[src/hdl/ssw_pkg.sv]
// Shared types, constants and segment tables for the scan writer.
// No dependencies; imported by every module of the block.
`timescale 1ns / 1ps
`default_nettype none

package ssw_pkg;

    localparam int SSW_DIGITS = 4;
    localparam int SSW_PATS   = 4;

    localparam logic [7:0] SEG_BLANK = 8'hFF;
    localparam logic [7:0] SEL_NONE  = 8'h7F;

    localparam logic LATCH_SEG   = 1'b0;
    localparam logic LATCH_DIGIT = 1'b1;

    typedef struct packed {
        logic [SSW_PATS-1:0][7:0] pat;
    } ssw_entry_t;

    typedef struct packed {
        logic full;
        logic empty;
    } ssw_qstat_t;

    function automatic logic [7:0] numeral_seg(input logic [3:0] d);
        logic [7:0] s;
        case (d)
            4'd0:    s = 8'hC0;
            4'd1:    s = 8'hF9;
            4'd2:    s = 8'hA4;
            4'd3:    s = 8'hB0;
            4'd4:    s = 8'h99;
            4'd5:    s = 8'h92;
            4'd6:    s = 8'h82;
            4'd7:    s = 8'hF8;
            4'd8:    s = 8'h80;
            4'd9:    s = 8'h90;
            default: s = SEG_BLANK;
        endcase
        return s;
    endfunction

    function automatic logic [7:0] letter_seg(input logic [3:0] idx);
        logic [7:0] s;
        case (idx)
            4'd0:    s = 8'h88;
            4'd1:    s = 8'h83;
            4'd2:    s = 8'hC6;
            4'd3:    s = 8'hA1;
            4'd4:    s = 8'h86;
            4'd5:    s = 8'h8E;
            4'd6:    s = 8'h90;
            4'd7:    s = 8'hA3;
            4'd8:    s = 8'hA1;
            4'd9:    s = 8'h89;
            4'd10:   s = 8'hC1;
            4'd11:   s = 8'h82;
            default: s = SEG_BLANK;
        endcase
        return s;
    endfunction

endpackage

`default_nettype wire

[src/hdl/seven_segment_scan_writer_core.sv]
// Flow: the front end accepts a request, converts it to BCD, pushes the pattern set into
// the queue, and the back end loads each latch write into the output register.
// A new request is taken once the last is pushed, while the back end still emits its writes,
// and a push stalls while the queue is full. Writes leave one per cycle while m_tready is high.
// Reset: rst_n clears control state and sets dwell_ticks to zero; no clearing pass.
`timescale 1ns / 1ps
`default_nettype none

module seven_segment_scan_writer_core #(
    parameter int DIGITS = ssw_pkg::SSW_DIGITS
) (
    input  logic        clk,
    input  logic        rst_n,
    input  logic        s_tvalid,
    output logic        s_tready,
    input  logic [31:0] s_tdata,   // value[15:0], letter_first[19:16], letter_second[23:20],
                                   // letter_third[27:24], letter_fourth[31:28]
    input  logic [1:0]  s_tuser,   // kind[1:0]
    output logic        m_tvalid,
    input  logic        m_tready,
    output logic [23:0] m_tdata,   // bus_data[7:0], wait_after[22:8], zero[23]
    output logic [0:0]  m_tuser,   // latch_sel[0]
    output logic        m_tlast,
    input  logic        cfg_valid,
    output logic        cfg_ready,
    input  logic [14:0] cfg_data   // dwell_ticks
);
    import ssw_pkg::*;

    ssw_qstat_t qstat;
    ssw_entry_t push_entry;
    ssw_entry_t head;
    logic       push;
    logic       pop;

    ssw_front u_front (
        .clk        (clk),
        .rst_n      (rst_n),
        .s_tvalid   (s_tvalid),
        .s_tready   (s_tready),
        .s_tdata    (s_tdata),
        .s_tuser    (s_tuser),
        .qstat      (qstat),
        .push       (push),
        .push_entry (push_entry)
    );

    ssw_queue u_queue (
        .clk        (clk),
        .rst_n      (rst_n),
        .push       (push),
        .push_entry (push_entry),
        .pop        (pop),
        .head       (head),
        .qstat      (qstat)
    );

    ssw_back #(
        .DIGITS (DIGITS)
    ) u_back (
        .clk       (clk),
        .rst_n     (rst_n),
        .cfg_valid (cfg_valid),
        .cfg_ready (cfg_ready),
        .cfg_data  (cfg_data),
        .qstat     (qstat),
        .head      (head),
        .pop       (pop),
        .m_tvalid  (m_tvalid),
        .m_tready  (m_tready),
        .m_tdata   (m_tdata),
        .m_tuser   (m_tuser),
        .m_tlast   (m_tlast)
    );

endmodule

`default_nettype wire

[src/hdl/ssw_front.sv]
// Front end: accepts display requests, converts to BCD and looks up patterns.
// Depends on ssw_pkg; pushes finished pattern sets into ssw_queue.
`timescale 1ns / 1ps
`default_nettype none

module ssw_front (
    input  logic               clk,
    input  logic               rst_n,
    input  logic               s_tvalid,
    output logic               s_tready,
    input  logic [31:0]        s_tdata,
    input  logic [1:0]         s_tuser,
    input  ssw_pkg::ssw_qstat_t qstat,
    output logic               push,
    output ssw_pkg::ssw_entry_t push_entry
);
    import ssw_pkg::*;

    localparam logic [1:0] ST_IDLE = 2'd0;
    localparam logic [1:0] ST_CONV = 2'd1;
    localparam logic [1:0] ST_PUSH = 2'd2;

    localparam logic [1:0] KIND_DEC    = 2'd0;
    localparam logic [1:0] KIND_BYTES  = 2'd1;
    localparam logic [1:0] KIND_LETTER = 2'd2;

    // two shift-and-add-3 steps per cycle over 16 bits
    localparam int CONV_CYCLES = 8;

    logic [1:0]  state_reg, state_next;
    logic [2:0]  cnt_reg, cnt_next;
    logic [1:0]  kind_reg, kind_next;
    logic [15:0] let_reg, let_next;
    logic [35:0] a_reg, a_next;
    logic [35:0] b_reg, b_next;

    // one double-dabble step on {bcd[19:0], bin[15:0]}
    function automatic logic [35:0] dd_step(input logic [35:0] x);
        logic [35:0] y;
        y = x;
        for (int i = 0; i < 5; i++) begin
            if (y[16 + 4*i +: 4] >= 4'd5)
            begin
                y[16 + 4*i +: 4] = y[16 + 4*i +: 4] + 4'd3;
            end
        end
        return {y[34:0], 1'b0};
    endfunction

    always_comb
    begin
        state_next = state_reg;
        cnt_next   = cnt_reg;
        kind_next  = kind_reg;
        let_next   = let_reg;
        a_next     = a_reg;
        b_next     = b_reg;
        case (state_reg)
            ST_IDLE:
            begin
                if (s_tvalid)
                begin
                    kind_next  = s_tuser;
                    let_next   = s_tdata[31:16];
                    // lane a takes the whole value or the high byte, lane b the low byte
                    a_next     = (s_tuser == KIND_DEC) ? {20'd0, s_tdata[15:0]}
                                                       : {20'd0, 8'd0, s_tdata[15:8]};
                    b_next     = {20'd0, 8'd0, s_tdata[7:0]};
                    cnt_next   = 3'd0;
                    state_next = ST_CONV;
                end
            end
            ST_CONV:
            begin
                a_next   = dd_step(dd_step(a_reg));
                b_next   = dd_step(dd_step(b_reg));
                cnt_next = cnt_reg + 3'd1;
                if (cnt_reg == 3'(CONV_CYCLES - 1))
                begin
                    state_next = ST_PUSH;
                end
            end
            ST_PUSH:
            begin
                if (!qstat.full)
                begin
                    state_next = ST_IDLE;
                end
            end
            default:
            begin
                state_next = ST_IDLE;
            end
        endcase
    end

    always_ff @(posedge clk or negedge rst_n)
    begin
        if (!rst_n)
        begin
            state_reg <= ST_IDLE;
            cnt_reg   <= 3'd0;
        end
        else
        begin
            state_reg <= state_next;
            cnt_reg   <= cnt_next;
        end
    end

    always_ff @(posedge clk)
    begin
        kind_reg <= kind_next;
        let_reg  <= let_next;
        a_reg    <= a_next;
        b_reg    <= b_next;
    end

    assign s_tready = (state_reg == ST_IDLE);
    assign push     = (state_reg == ST_PUSH) && !qstat.full;

    always_comb
    begin
        case (kind_reg)
            KIND_DEC:
            begin
                // drop the ten-thousands digit
                push_entry.pat[0] = numeral_seg(a_reg[31:28]);
                push_entry.pat[1] = numeral_seg(a_reg[27:24]);
                push_entry.pat[2] = numeral_seg(a_reg[23:20]);
                push_entry.pat[3] = numeral_seg(a_reg[19:16]);
            end
            KIND_BYTES:
            begin
                push_entry.pat[0] = numeral_seg(a_reg[23:20]);
                push_entry.pat[1] = numeral_seg(a_reg[19:16]);
                push_entry.pat[2] = numeral_seg(b_reg[23:20]);
                push_entry.pat[3] = numeral_seg(b_reg[19:16]);
            end
            KIND_LETTER:
            begin
                push_entry.pat[0] = letter_seg(let_reg[3:0]);
                push_entry.pat[1] = letter_seg(let_reg[7:4]);
                push_entry.pat[2] = letter_seg(let_reg[11:8]);
                push_entry.pat[3] = letter_seg(let_reg[15:12]);
            end
            default:
            begin
                push_entry.pat[0] = SEG_BLANK;
                push_entry.pat[1] = SEG_BLANK;
                push_entry.pat[2] = SEG_BLANK;
                push_entry.pat[3] = SEG_BLANK;
            end
        endcase
    end

endmodule

`default_nettype wire

[src/hdl/ssw_queue.sv]
// Two-entry queue of pattern sets between the front and back ends.
// Depends on ssw_pkg.
`timescale 1ns / 1ps
`default_nettype none

module ssw_queue (
    input  logic                clk,
    input  logic                rst_n,
    input  logic                push,
    input  ssw_pkg::ssw_entry_t push_entry,
    input  logic                pop,
    output ssw_pkg::ssw_entry_t head,
    output ssw_pkg::ssw_qstat_t qstat
);
    import ssw_pkg::*;

    ssw_entry_t slot_reg [2];
    logic       wr_ptr_reg, wr_ptr_next;
    logic       rd_ptr_reg, rd_ptr_next;
    logic [1:0] count_reg, count_next;

    always_comb
    begin
        wr_ptr_next = push ? !wr_ptr_reg : wr_ptr_reg;
        rd_ptr_next = pop ? !rd_ptr_reg : rd_ptr_reg;
        count_next  = count_reg + {1'b0, push} - {1'b0, pop};
    end

    always_ff @(posedge clk or negedge rst_n)
    begin
        if (!rst_n)
        begin
            wr_ptr_reg <= 1'b0;
            rd_ptr_reg <= 1'b0;
            count_reg  <= 2'd0;
        end
        else
        begin
            wr_ptr_reg <= wr_ptr_next;
            rd_ptr_reg <= rd_ptr_next;
            count_reg  <= count_next;
        end
    end

    always_ff @(posedge clk)
    begin
        if (push)
        begin
            slot_reg[wr_ptr_reg] <= push_entry;
        end
    end

    assign head        = slot_reg[rd_ptr_reg];
    assign qstat.full  = (count_reg == 2'd2);
    assign qstat.empty = (count_reg == 2'd0);

endmodule

`default_nettype wire

[src/hdl/ssw_back.sv]
// Back end: walks the digits of the head entry and emits the latch writes.
// Depends on ssw_pkg; holds the dwell register and the output register.
`timescale 1ns / 1ps
`default_nettype none

module ssw_back #(
    parameter int DIGITS = ssw_pkg::SSW_DIGITS
) (
    input  logic                clk,
    input  logic                rst_n,
    input  logic                cfg_valid,
    output logic                cfg_ready,
    input  logic [14:0]         cfg_data,
    input  ssw_pkg::ssw_qstat_t qstat,
    input  ssw_pkg::ssw_entry_t head,
    output logic                pop,
    output logic                m_tvalid,
    input  logic                m_tready,
    output logic [23:0]         m_tdata,
    output logic [0:0]          m_tuser,
    output logic                m_tlast
);
    import ssw_pkg::*;

    localparam int DIG_W = (DIGITS > 1) ? $clog2(DIGITS) : 1;

    localparam logic [1:0] PH_BLANK = 2'd0;
    localparam logic [1:0] PH_SEG   = 2'd1;
    localparam logic [1:0] PH_SEL   = 2'd2;

    logic [14:0]      dwell_reg;
    logic [DIG_W-1:0] digit_reg, digit_next;
    logic [1:0]       phase_reg, phase_next;
    logic             valid_reg, valid_next;
    logic [7:0]       data_reg;
    logic             sel_reg;
    logic [14:0]      wait_reg;
    logic             last_reg;

    logic             load;
    logic             last_digit;
    logic [2:0]       digit3;
    logic [7:0]       seg;
    logic [7:0]       w_data;
    logic             w_sel;
    logic [14:0]      w_wait;
    logic             w_last;

    assign cfg_ready  = 1'b1;
    assign load       = !qstat.empty && (!valid_reg || m_tready);
    assign last_digit = (digit_reg == DIG_W'(DIGITS - 1));
    assign digit3     = 3'(digit_reg);
    assign seg        = (digit3 < 3'(SSW_PATS)) ? head.pat[digit3[1:0]] : SEG_BLANK;

    always_comb
    begin
        case (phase_reg)
            PH_SEG:
            begin
                w_data = seg;
                w_sel  = LATCH_SEG;
                w_wait = 15'd0;
                w_last = 1'b0;
            end
            PH_SEL:
            begin
                w_data = ~(8'd1 << digit3);
                w_sel  = LATCH_DIGIT;
                w_wait = dwell_reg;
                w_last = last_digit;
            end
            default:
            begin
                // blank the display before changing segments
                w_data = SEL_NONE;
                w_sel  = LATCH_DIGIT;
                w_wait = 15'd0;
                w_last = 1'b0;
            end
        endcase
    end

    always_comb
    begin
        digit_next = digit_reg;
        phase_next = phase_reg;
        pop        = 1'b0;
        valid_next = valid_reg;
        if (load)
        begin
            valid_next = 1'b1;
            if (phase_reg == PH_SEL)
            begin
                phase_next = PH_BLANK;
                if (last_digit)
                begin
                    // release the entry on its final write
                    digit_next = '0;
                    pop        = 1'b1;
                end
                else
                begin
                    digit_next = digit_reg + 1'b1;
                end
            end
            else
            begin
                phase_next = phase_reg + 2'd1;
            end
        end
        else if (m_tready)
        begin
            valid_next = 1'b0;
        end
    end

    always_ff @(posedge clk or negedge rst_n)
    begin
        if (!rst_n)
        begin
            dwell_reg <= 15'd0;
            digit_reg <= '0;
            phase_reg <= PH_BLANK;
            valid_reg <= 1'b0;
        end
        else
        begin
            if (cfg_valid)
            begin
                dwell_reg <= cfg_data;
            end
            digit_reg <= digit_next;
            phase_reg <= phase_next;
            valid_reg <= valid_next;
        end
    end

    always_ff @(posedge clk)
    begin
        if (load)
        begin
            data_reg <= w_data;
            sel_reg  <= w_sel;
            wait_reg <= w_wait;
            last_reg <= w_last;
        end
    end

    assign m_tvalid = valid_reg;
    assign m_tdata  = {1'b0, wait_reg, data_reg};
    assign m_tuser  = sel_reg;
    assign m_tlast  = last_reg;

endmodule

`default_nettype wire

[config.mk]
export PLATFORM = sky130hd
export DESIGN_NAME = seven_segment_scan_writer_core
export DESIGN_NICKNAME = d
export VERILOG_FILES = /design/src/hdl/ssw_pkg.sv /design/src/hdl/seven_segment_scan_writer_core.sv /design/src/hdl/ssw_front.sv /design/src/hdl/ssw_queue.sv /design/src/hdl/ssw_back.sv
export SDC_FILE = /design/constraint.sdc
export NUM_CORES = 1
export LEC_CHECK = 0
export BUFFER_PORTS_ARGS = -buffer_cell sky130_fd_sc_hd__buf_2
export CAP_MARGIN = 0
export CORE_MARGIN = 2
export CORE_UTILIZATION = 50
export CTS_CLUSTER_DIAMETER = 50
export DETAILED_ROUTE_END_ITERATION = 12
export PLACE_DENSITY = 0.68
export SYNTH_ARGS = -nofsm -noshare
export SYNTH_HDL_FRONTEND = slang
export SYNTH_SLANG_ARGS = --single-unit
export TNS_END_PERCENT = 100
[constraint.sdc]
create_clock -name clk -period 3.9 [get_ports clk]
set_input_delay 0.39 -clock clk [delete_from_list [all_inputs] [get_ports clk]]
set_output_delay 0.39 -clock clk [all_outputs]
set_load 0.03 [all_outputs]
; Word-level counts from Yosys, hierarchy flattened
; Memories as Yosys holds them, arrays and structs flattened. A register that Yosys moved wholly into a read port is not among the register bits.
; Cells that the tools add are included.
[op_classes]
reduce_logical = 18
bitwise_logic = 1
order_cmp = 22
shifts = 1
eq_ne = 12
n_mux = 68
add_sub_neg = 25
[ops]
columns = cell, n
row1 = 4-bit 2-to-1 mux, 36
row2 = 36-bit one-hot mux with 2 select lines, 2
row3 = 32-bit one-hot mux with 3 select lines, 1
row4 = 4-bit by 3-bit >= comparator with 1-bit output (second input constant), 20
row5 = 36-bit 2-to-1 mux, 2
row6 = 4-bit by 2-bit adder with 4-bit output (second input constant), 16
row7 = 3-bit 2-to-1 mux, 7
row8 = 8-bit binary-select mux with 2-bit select, 1
row9 = 16-bit 2-to-1 mux, 1
row10 = 8-bit 2-to-1 mux, 2
row11 = 8-bit one-hot mux with 2 select lines, 1
row12 = 3-bit by 2-bit adder with 3-bit output (second input constant), 4
row13 = 2-bit equality test (second input constant), 5
row14 = 2-bit 2-to-1 mux, 5
row15 = 2-bit logical NOT, 4
row16 = 1-bit 2-to-1 mux, 8
row17 = 8-bit inverter, 1
row18 = 1-bit by 2-bit left shift with 8-bit output (first input constant), 1
row19 = 2-bit by 1-bit equality test with 1-bit output (second input constant), 3
row20 = 2-bit by 3-bit < comparator with 1-bit output (second input constant), 2
row21 = 2-bit one-hot mux with 3 select lines, 1
row22 = 3-bit one-hot mux with 2 select lines, 1
row23 = 2-bit AND reduction, 3
row24 = 1-bit logical NOT, 5
row25 = 11 further kinds, 15
[totals]
rom_bits = 1344
in_bits = 54
reg_bits = 144
elab_cells = 177
mem_count = 13
out_inout_bits = 29
ramBits = 64
[memory_table]
columns = name, words, width, rd, rd_clocked_by_memory_dff, write_ports, line_no
row1 = (name not given), 16, 7, 1, 1, 0, ssw_pkg.sv:28  ; case (d)
row2 = (name not given), 16, 7, 1, 1, 0, ssw_pkg.sv:28
row3 = (name not given), 16, 7, 1, 1, 0, ssw_pkg.sv:28
row4 = (name not given), 16, 7, 1, 1, 0, ssw_pkg.sv:28
row5 = (name not given), 16, 7, 1, 1, 0, ssw_pkg.sv:28
row6 = (name not given), 16, 7, 1, 1, 0, ssw_pkg.sv:28
row7 = +7 memories, --, --, --, --, --, --

; Depth between registers and ports, before layout
[depth]
ltp_word = 7
depth_mapped = 15
ltp_nobuf = 15

; Cells and area by module
; Synthesis repeated with hierarchy kept, for this count alone.
[hier_totals]
hier_cells = 1185
area_unflattened_um2 = 13862.0
[modules_own_cells]
columns = module, cells_per_inst, seq_area_each_um2, instances, area_per_inst_um2
row1 = ssw_front, 930, 3748.6, 1, 9146.3
row2 = ssw_queue, 115, 2021.9, 1, 2658.8
row3 = ssw_back, 140, 1251.2, 1, 2057.0

; Worst setup path after synthesis
; OpenSTA, ideal clock, no wires.
[synth_timing]
path_type = register to register
start = register u_front.state_reg[0]
end = register with a tool-made name
stages_incl_launch_ff = 10
setup_slack_ps = 289
period_less_slack_ps = 3611
arrival_ps = 3476
t_required_ps = 3765
setup_time_ps = 135
n_path_buf = 1
path_cell_list = dfrtp_1 -> o21bai_1 -> buf_2 -> clkinv_1 -> o22ai_1 -> inv_1 -> ha_1 -> inv_1 -> mux2i_1 -> a21oi_1
[synth_rtl]
columns = item, line_no
row1 = "start, declared", ssw_front.sv:30  ; logic [1:0] state_reg, state_next;
row2 = "start signal, assigned", ssw_front.sv:106  ; state_reg <= state_next;

==> flow_metrics.py <==
metrics = {
    "status": {
        "outcome": "completed",
    },
    "critical_path": {
        "rr_worst_depth": 14,
        "startpoint_type": "register",
        "cp_endpoint_kind": "register",
        "crit_required_ns": 4.37,
        "worst-path-max-fanout": 5,
        "r2r-start": "u_front.a_reg[28]",
        "worst_ep_arrival_time_ns": 3.71,
        "timing.reg2reg.setup_slack_ns": 0.66,
        "critical_path_class": "register to register",
    },
    "yosys": {
        "postSynth.asyncResetShare_pct": 11.4,
        "synth_fp_nets": 1279,
        "yosysWarningCount": 0,
        "synthSimpleGateAreaFrac_pct": 10.6,
        "yosys.area_share.xor_xnor_pct": 0.535,
        "share_of_cell_area_taken_by_muxes_after_synthesis_pct": 11.2,
        "number_of_synthesized_flops_with_an_enable_pin": 155,
        "synthesis.instances": 1142,
        "synth_compound_gate_area_share_pct": 14.6,
        "yosys.cell_types.count": 88,
        "syn_avg_cell_area_um2": 11.5,
        "synth_fa_ha_area_share_pct": 7.93,
        "seq_area_frac_synth_pct": 51.8,
        "ys_seq_elements": 254,
        "main_combinational_cell_family_by_area_after_synthesis": "compound AO/OA/AOI/OAI gates",
        "post_synthesis_instance_area_um2": 13100,
        "dominantRegCellSynth": "sky130_fd_sc_hd__edfxtp_1",
    },
    "clocking": {
        "clock_slew_at_reported_path_ffs_ns": 0.06,
        "numCtsBuffers": 30,
        "clk_latency_ns": 0.55,
        "clk_root_buffer_cell": "sky130_fd_sc_hd__clkbuf_16",
        "post_cts.repair.setup_buffers": 0,
        "count_of_instances_resized_after_the_clock_tree_is_built": 0,
        "cts_buffer_depth": 3,
        "tritoncts_clock_tree": "done",
        "cts_num_sinks": 254,
        "depth_of_the_cts_h_tree": 1,
    },
    "sta": {
        "setup_tns_ns": 0,
        "drv_slew": 0,
        "rsz0062_at_grt": "false",
        "min_tclk_post_route_ns": 3.24,
        "timing_hold_violations_final": 0,
        "timing.slew.headroom_pct": 15.9,
        "fmaxAchievable_mhz": 309,
        "clock_skew_ns": 0.0195,
        "report.final.setup_viol": 0,
        "timing.final.crit_share_pct": 83.1,
        "worst-slew-pin-transition_ns": 1.26,
    },
    "floorplan": {
        "initial_core_util_pct": 50.6,
        "floorplan.die.height_um": 166,
        "die_area_um2": 27500,
        "dieWidth_um": 166,
        "num_rows": 59,
        "ios": 83,
        "core-area_um2": 25900,
    },
    "drt": {
        "dr_pass1_iterations": 5,
        "dr_total_vias": 8792,
        "detail_route.iter0.violations": 497,
        "drc": 0,
        "final_antenna_net_count": 0,
        "wl_um": 26100,
        "avgRoutedWirePerCell_um": 16.4,
        "via_per_inst": 5.53,
    },
    "grt": {
        "global_route_wire_length_before_repair_um": 43400,
        "grt.busiest_layer": "met2",
        "grt.overflow.total": 0,
        "grt.met1_usage_pct": 24.9,
        "via_count_of_the_first_global_routing_pass": 8697,
        "grtUsageMet2_pct": 32.6,
        "grt_util_all_layers_pct": 18.8,
        "grt_start_max_net_pins": 46,
        "grt_antenna_before_repair": 0,
        "groute.layer.met3.usage_pct": 3.05,
    },
    "layout": {
        "layout.cells.most_common_list": "sky130_fd_sc_hd__edfxtp_1 (155), sky130_fd_sc_hd__o21ai_0 (105), sky130_fd_sc_hd__ha_1 (83)",
        "sequential_cell_area_um2": 6780,
        "fin_nets": 1368,
        "fillerInstances": 2167,
        "final-instance-count-excl-fill": 1590,
        "layout_commonest_cell": "sky130_fd_sc_hd__edfxtp_1",
        "area_taken_by_multi_input_logic_gates_um2": 5910,
        "antennaDiodeCount": 0,
        "syn_to_final_growth_pct": 14.2,
        "post_route_cells_drive_above_1_share_pct": 19.2,
    },
    "place": {
        "dpl.hpwl_um": 18500,
        "place.port_buffers": 80,
        "routability_cong": 0.849,
        "place.detailed.instances": 1533,
    },
    "hold_path": {
        "worst_hold_endpoint": "u_front.let_reg[9]",
        "worstHoldPathType": "input port to register",
        "hold_depth": 1,
        "hp_start": "s_tdata[25]",
    },
    "flow_run": {
        "max_cap_viol_count": 0,
    },
}
==> layout make-up <==
type	instances	area share, %
Multi-Input combinational cell	783	39.5
Sequential cell	254	45.3
Inverter	61	1.53
Clock buffer	40	5.95
Clock inverter	16	1.18
Tap cell	335	2.80
Timing Repair Buffer	101	3.74
==> logic make-up (layout without fill, tap and decap cells) <==
family / after synthesis / count (layout)
adders and majority gates: 83 / 83
muxes: 125 / 125
buffers and inverters: 105 / 218
AOI/OAI and AO/OA: 289 / 289
DFF: 254 / 254
other: 2 / 2
xor gates and xnor gates: 8 / 8
and+or+nand+nor: 276 / 276
==> per-layer routing <==
| layer | routed length (um) | up-vias |
|---|---|---|
| met4 | 563 | 0 |
| met3 | 1120 | 39 |
| met1 | 11700 | 4216 |
| li1 | - | 4358 |
| met2 | 12700 | 179 |
| met5 | 0 | - |
==> worst max-delay path, stage by stage (launching register included) <==
cell                       delay, ns
sky130_fd_sc_hd__edfxtp_1       0.46
sky130_fd_sc_hd__inv_1          0.14
sky130_fd_sc_hd__ha_1           0.24
sky130_fd_sc_hd__nor3b_1        0.29
sky130_fd_sc_hd__nor3_1         0.13
sky130_fd_sc_hd__or2_2          0.31
sky130_fd_sc_hd__ha_1           0.21
sky130_fd_sc_hd__o21bai_1       0.15
sky130_fd_sc_hd__a211oi_1       0.33
sky130_fd_sc_hd__o22ai_1        0.24
sky130_fd_sc_hd__inv_1          0.15
sky130_fd_sc_hd__ha_1           0.25
sky130_fd_sc_hd__inv_1          0.06
sky130_fd_sc_hd__mux2i_1        0.06
sky130_fd_sc_hd__a21oi_1        0.16
==> worst max-delay path by stage <==
stage                          from        to  slack [ns]  cells past startpoint
2_1_floorplan  u_front.state_reg[0]  register        0.29                      9
3_3_place_gp      u_front.a_reg[24]  register        0.79                     15
3_5_place_dp      u_front.a_reg[24]  register        0.67                     15
4_1_cts           u_front.a_reg[24]  register        0.67                     15
5_1_grt           u_front.a_reg[24]  register        0.38                     15
6_report          u_front.a_reg[28]  register        0.66                     14
==> Yosys cell counts, types with 4 or more instances <==
cell type / n / share of area (%)
sky130_fd_sc_hd__buf_2: 10 / 0.38
sky130_fd_sc_hd__or2_2: 4 / 0.19
sky130_fd_sc_hd__a2bb2oi_1: 6 / 0.40
sky130_fd_sc_hd__nor3b_1: 4 / 0.23
sky130_fd_sc_hd__dfxtp_1: 70 / 11
sky130_fd_sc_hd__a22oi_1: 8 / 0.46
sky130_fd_sc_hd__and2_1: 41 / 2.0
sky130_fd_sc_hd__o22a_1: 5 / 0.33
sky130_fd_sc_hd__nor2b_1: 8 / 0.38
sky130_fd_sc_hd__ha_1: 83 / 7.9
sky130_fd_sc_hd__o211ai_1: 4 / 0.23
sky130_fd_sc_hd__a21oi_1: 64 / 2.4
sky130_fd_sc_hd__o21ai_1: 8 / 0.31
sky130_fd_sc_hd__a211oi_1: 8 / 0.46
sky130_fd_sc_hd__nand2b_1: 12 / 0.57
sky130_fd_sc_hd__mux2_1: 4 / 0.34
sky130_fd_sc_hd__nor3_1: 13 / 0.50
sky130_fd_sc_hd__mux4_2: 14 / 2.4
sky130_fd_sc_hd__nand3_1: 9 / 0.34
sky130_fd_sc_hd__mux2_2: 32 / 2.7
sky130_fd_sc_hd__o221ai_1: 4 / 0.27
sky130_fd_sc_hd__or3_1: 7 / 0.33
sky130_fd_sc_hd__nor2_1: 68 / 1.9
sky130_fd_sc_hd__inv_1: 56 / 1.6
sky130_fd_sc_hd__mux2i_1: 75 / 5.7
sky130_fd_sc_hd__a22o_1: 9 / 0.60
sky130_fd_sc_hd__dfrtp_1: 29 / 5.5
sky130_fd_sc_hd__a21o_1: 8 / 0.46
sky130_fd_sc_hd__a31o_2: 4 / 0.27
sky130_fd_sc_hd__buf_1: 7 / 0.20
sky130_fd_sc_hd__o21bai_1: 4 / 0.23
sky130_fd_sc_hd__xnor2_1: 5 / 0.33
sky130_fd_sc_hd__o21a_1: 6 / 0.34
sky130_fd_sc_hd__nand2_1: 80 / 2.3
sky130_fd_sc_hd__o21ai_0: 105 / 4.0
sky130_fd_sc_hd__clkbuf_1: 23 / 0.66
sky130_fd_sc_hd__a31oi_1: 7 / 0.33
sky130_fd_sc_hd__edfxtp_1: 155 / 36
==> per-stage QoR <==
step / cell area (um^2) / hold WS, ns / setup slack (ns) / utilization [%]
2_1_floorplan: 13100 / 0.0944 / 0.289 / -
5_1_grt: 15000 / 0.0160 / 0.384 / 57.8
6_report: 15000 / 0.0298 / 0.660 / 57.8
4_1_cts: 15000 / 0.0146 / 0.667 / 57.8
3_3_place_gp: 13900 / 0.461 / 0.786 / 53.6
3_5_place_dp: 13900 / 0.473 / 0.675 / 53.6
==> timing repair <==
item / CTS / global route
hold buffers: 1 / 0
setup endpoints to repair: 0 / 0
hold endpoints to repair: 29 / 0
Power is left out: the tool's default activity adds up to more than one toggle a clock period on the data nets, which glitch-free logic cannot reach.
